--- src/hw/rtl/tdp_rem_unit.sv ---
// tdp_rem_unit: restoring remainder unit, one quotient bit per cycle
// no dependencies; used by trial_division_prime_test

`default_nettype none

module tdp_rem_unit #(
  parameter int unsigned Width = 32
) (
  input  logic             clk_i,
  input  logic             rst_ni,
  input  logic             start_i,
  input  logic [Width-1:0] dividend_i,
  input  logic [Width-1:0] divisor_i,
  output logic             done_o,
  output logic [Width-1:0] remainder_o
);

  localparam int unsigned CntBits = $clog2(Width + 1);

  logic               busy_q;
  logic               done_q;
  logic [CntBits-1:0] cnt_q;
  logic [Width-1:0]   dvd_q;
  logic [Width-1:0]   dvs_q;
  logic [Width-1:0]   rem_q;
  logic [Width:0]     trial;
  logic [Width:0]     diff;
  logic               fits;

  // shift in the next dividend bit and try the subtraction
  always_comb begin
    trial = {rem_q, dvd_q[Width-1]};
    diff  = trial - {1'b0, dvs_q};
    fits  = trial >= {1'b0, dvs_q};
  end

  // control: bit counter, busy and done pulse
  always_ff @(posedge clk_i or negedge rst_ni) begin
    if (!rst_ni) begin
      busy_q <= 1'b0;
      done_q <= 1'b0;
      cnt_q  <= '0;
    end else if (start_i) begin
      busy_q <= 1'b1;
      done_q <= 1'b0;
      cnt_q  <= CntBits'(Width);
    end else if (busy_q) begin
      cnt_q <= cnt_q - CntBits'(1);
      if (cnt_q == CntBits'(1)) begin
        busy_q <= 1'b0;
        done_q <= 1'b1;
      end
    end else begin
      done_q <= 1'b0;
    end
  end

  // datapath: partial remainder and dividend shift register
  always_ff @(posedge clk_i) begin
    if (start_i) begin
      dvd_q <= dividend_i;
      dvs_q <= divisor_i;
      rem_q <= '0;
    end else if (busy_q) begin
      rem_q <= fits ? diff[Width-1:0] : trial[Width-1:0];
      dvd_q <= {dvd_q[Width-2:0], 1'b0};
    end
  end

  assign done_o      = done_q;
  assign remainder_o = rem_q;

endmodule

`default_nettype wire
--- config.mk ---
export PLATFORM = sky130hd
export DESIGN_NAME = tdp_rem_unit
export DESIGN_NICKNAME = d
export VERILOG_FILES = /design/src/hw/rtl/tdp_rem_unit.sv
export SDC_FILE = /design/constraint.sdc
export NUM_CORES = 1
export LEC_CHECK = 0
export BUFFER_PORTS_ARGS = -buffer_cell sky130_fd_sc_hd__clkbuf_2
export CORE_MARGIN = 4
export CORE_UTILIZATION = 57
export CTS_CLUSTER_DIAMETER = 30
export DETAILED_ROUTE_END_ITERATION = 16
export PLACE_DENSITY = 0.88
export SLEW_MARGIN = 20
export SYNTH_ARGS = -nofsm -noshare
export SYNTH_HDL_FRONTEND = slang
export SYNTH_SLANG_ARGS = --single-unit
--- constraint.sdc ---
create_clock -name clk_i -period 3.6 [get_ports clk_i]
set_input_delay 0.54 -clock clk_i [delete_from_list [all_inputs] [get_ports clk_i]]
set_output_delay 0.54 -clock clk_i [all_outputs]
set_load 0.05 [all_outputs]
==> qor.yml <==
sta:
  clock.fmax_ghz: 0.307
  finalSetupViolCount: 0
  period_share_pct: 90.5
  finalClockSkew_ns: 0.0166
  slew_headroom_pct: 56.7
  hold_viol: 0
  tightest_slew_ns: 0.641
  whs_ns: 0.322
  drv_slew: 0
  fin_setup_tns_ns: 0
  grt_setup_unrepaired: "false"
  fin_crit_ns: 3.26
die:
  coreArea_mm2: 0.0103
  start_util_pct: 58.5
  fp-row-count: 37
  die_h_um: 111
  io_pins: 100
  die_w_um: 111
  die_area_mm2: 0.0123
drt:
  vias: 4758
  drt_iter0_drc: 299
  routedWlPerCell_um: 16.8
  drc: 0
  wirelength_um: 13700
  firstDrtPassIters: 5
  ant_nets: 0
  vias_per_cell: 5.87
worst_setup_path:
  cp_common_cell: "o21ai_0"
  cpPeakStageDelay_ns: 0.46
  r2r_cells: 12
  worstSetupPathType: "register to register"
  worstPathRequired_ns: 3.91
  reg2reg_setup_slack_ns: 0.34
  crit_arrival_ns: 3.57
  cp_max_fo: 4
  path_cells: "inv_1, ha_1, inv_1, fa_1, a211oi_1, o21ai_0, o21ai_0, a211oi_1, o21a_1, o22ai_1, o21ai_0, o31ai_1"
  critPathSlowestCell: "o21ai_0"
  cp-start-kind: "register"
  cp-end-kind: "register"
  regToRegStartpoint: "dvd_q[31]"
  worstReg2RegEnd: "remainder_o[30]"
hold_path:
  min_path_type: "primary input to register"
  holdPathEnd: "dvs_q[1]"
  hold_path_depth: 1
  min-delay-start: "divisor_i[1]"
grt:
  grt_usage_pct: 22.5
  global_route.overflow_total: 0
  grt_first_pass_wirelength_um: 22900
  grt_max_degree: 66
  grt_pass1_vias: 4805
  antenna_found_initial: 0
final_layout:
  regArea_mm2: 0.00276
  num_antenna_cells: 0
  area_growth_pct: 13.2
  drive_gt1_share_pct: 24.6
  fin_nets: 772
  multi_input_area_mm2: 0.00298
  fill_cells: 823
  fin_area_mm2: 0.00684
clock_tree:
  clock_latency_ns: 0.39
  cts.sinks: 104
  cts_tree: "done"
  cts-root-buf: "clkbuf_8"
  htreeDepth: 3
  post-cts-setup-buffers: 0
  clk_pin_slew_ns: 0.11
  clock_path_buffers: 2
  cts_buffers: 9
yosys:
  synth.area.top_cells: "edfxtp_1 32%, dfxtp_1 11%, ha_1 7.0%"
  synthFlopType: "edfxtp_1"
  ys_seq_elements: 104
  synth_edf_count: 64
  synthCells: 578
  synth_top_area_share_pct: 31.8
  async_flop_share_pct: 7.69
  synth.avg_cell_area_um2: 10.4
  yosysTopAreaCell: "edfxtp_1"
  yosysSeqAreaShare_pct: 45.8
  ys_warn_count: 0
  netlist_area_mm2: 0.00604
  synth_cell_types: 67
  synth_fp_nets: 680
place:
  dp_hpwl_um: 10300
  place_area_mm2: 0.00663
  place.gp.congestion: 0.937
  portBuffers: 99
job:
  drv_cap: 0
power_and_ir_drop:
  power_density_mw_per_mm2: 469
  power.leakage_nw: 2.96
  max-vdd-ir-drop_mv: 0.306
status:
  status: "completed"
layer usage:
layer  GRT usage [%]  up-vias  share of wire (%)
li1                -     2304                  -
met1            29.4     2296                 44
met2            38.0      142                 49
met3            5.02       16                6.1
met4            6.08        0                1.2
met5               0        -                  0
stage by stage:
step / power (mW) / std cells / worst slack, ns / utilization, %
floorplan: 2.26 / 578 / 0.612 / -
global placement: 2.45 / 794 / 0.545 / 64.2
detailed placement: 2.50 / 794 / 0.407 / 64.2
CTS: 3.23 / 811 / 0.395 / 66.2
global route: 3.39 / 811 / 0.129 / 66.2
finish: 3.21 / 811 / 0.340 / 66.2
report_power, final:
group / total (mW) / internal, mW / switching (mW) / leakage [nW]
Combinational: 0.956 / 0.373 / 0.583 / 1.85
Clock: 0.725 / 0.272 / 0.453 / 0.101
Sequential: 1.52 / 1.42 / 0.101 / 1.01
Total: 3.21 / 2.07 / 1.14 / 2.96
timing repair:
| action | 4_1_cts | 5_1_grt |
|---|---|---|
| hold buffers | 1 | 0 |
| endpoints found under the hold margin | 8 | 0 |
| setup endpoints to repair | 0 | 0 |
| resized for setup | 0 | 0 |
cell type report:
class | instances | area share (%)
Clock inverter | 7 | 1.06
Tap cell | 136 | 2.49
Multi-Input combinational cell | 405 | 43.6
Inverter | 45 | 2.47
Sequential cell | 104 | 40.4
Clock buffer | 9 | 1.81
Timing Repair Buffer | 105 | 8.16
cell usage after synthesis (all sizes together), types with 2 or more instances:
cell / count
nand2b: 4
a31o: 3
clkbuf: 14
a21oi: 28
o31a: 2
mux2i: 22
nor4b: 2
buf: 10
or3: 2
xor2: 13
dfxtp: 32
inv: 45
ha: 34
nand2: 31
a31oi: 5
nor4: 2
o21a: 5
xnor2: 20
nand3: 9
nor2b: 5
and4: 2
a21o: 10
a311oi: 2
and2: 3
nor3: 8
nor2: 50
nand4: 6
o31ai: 4
a221oi: 2
and3: 3
a211oi: 27
o22ai: 3
o21ai: 35
o211ai: 6
a21boi: 3
edfxtp: 64
dfrtp: 8
o21bai: 5
mux2: 32
or2: 2
nor3b: 2
state kept, by name (all words and copies together) (netlist names):
signal,cells
dvd_q,32
dvs_q,32
remainder_o,32
cnt_q,6
busy_q,1
done_o,1
placed cells by master (no fill, tap or decap), types with 6 or more instances in the layout:
master	instances
o21ai_0	33
dfxtp_1	32
mux2_2	31
a21oi_1	27
a21o_1	10
nor2_1	50
clkbuf_8	9
xor2_1	13
nand2_1	31
nand4_1	6
a211oi_1	24
nand3_1	9
clkbuf_2	98
inv_1	45
mux2i_1	22
ha_1	34
nor3_1	8
edfxtp_1	64
dfrtp_1	7
xnor2_1	20
how the worst max path moves through the flow:
stage                     slack, ns            start              end
after floorplan                0.61  remainder_o[17]  remainder_o[10]
after global placement         0.55        dvd_q[31]  remainder_o[26]
after detailed placement       0.41   remainder_o[6]  remainder_o[25]
after CTS                      0.39        dvd_q[31]  remainder_o[30]
after global routing           0.13        dvd_q[31]  remainder_o[30]
final                          0.34        dvd_q[31]  remainder_o[30]
kinds of logic after synthesis:
kind of cell | Yosys count | synth area share [%]
buffers and inverters | 69 | 4.91
muxes | 54 | 9.68
xor gates and xnor gates | 33 | 4.79
DFF | 104 | 45.8
and+or+nand+nor | 133 | 10.3
adders and majority gates | 35 | 7.38
AOI/OAI and AO/OA | 150 | 17.2
worst max-delay path, delay by kind of cell, from the launching register on:
kind | cells | cell delay, ns
AO/OA/AOI/OAI | 8 | 2.05
adder cells (fa/ha/maj) | 2 | 0.58
flip-flops | 1 | 0.39
buffers and inverters | 2 | 0.15
Note: power is estimated with default switching activity, not from simulation.
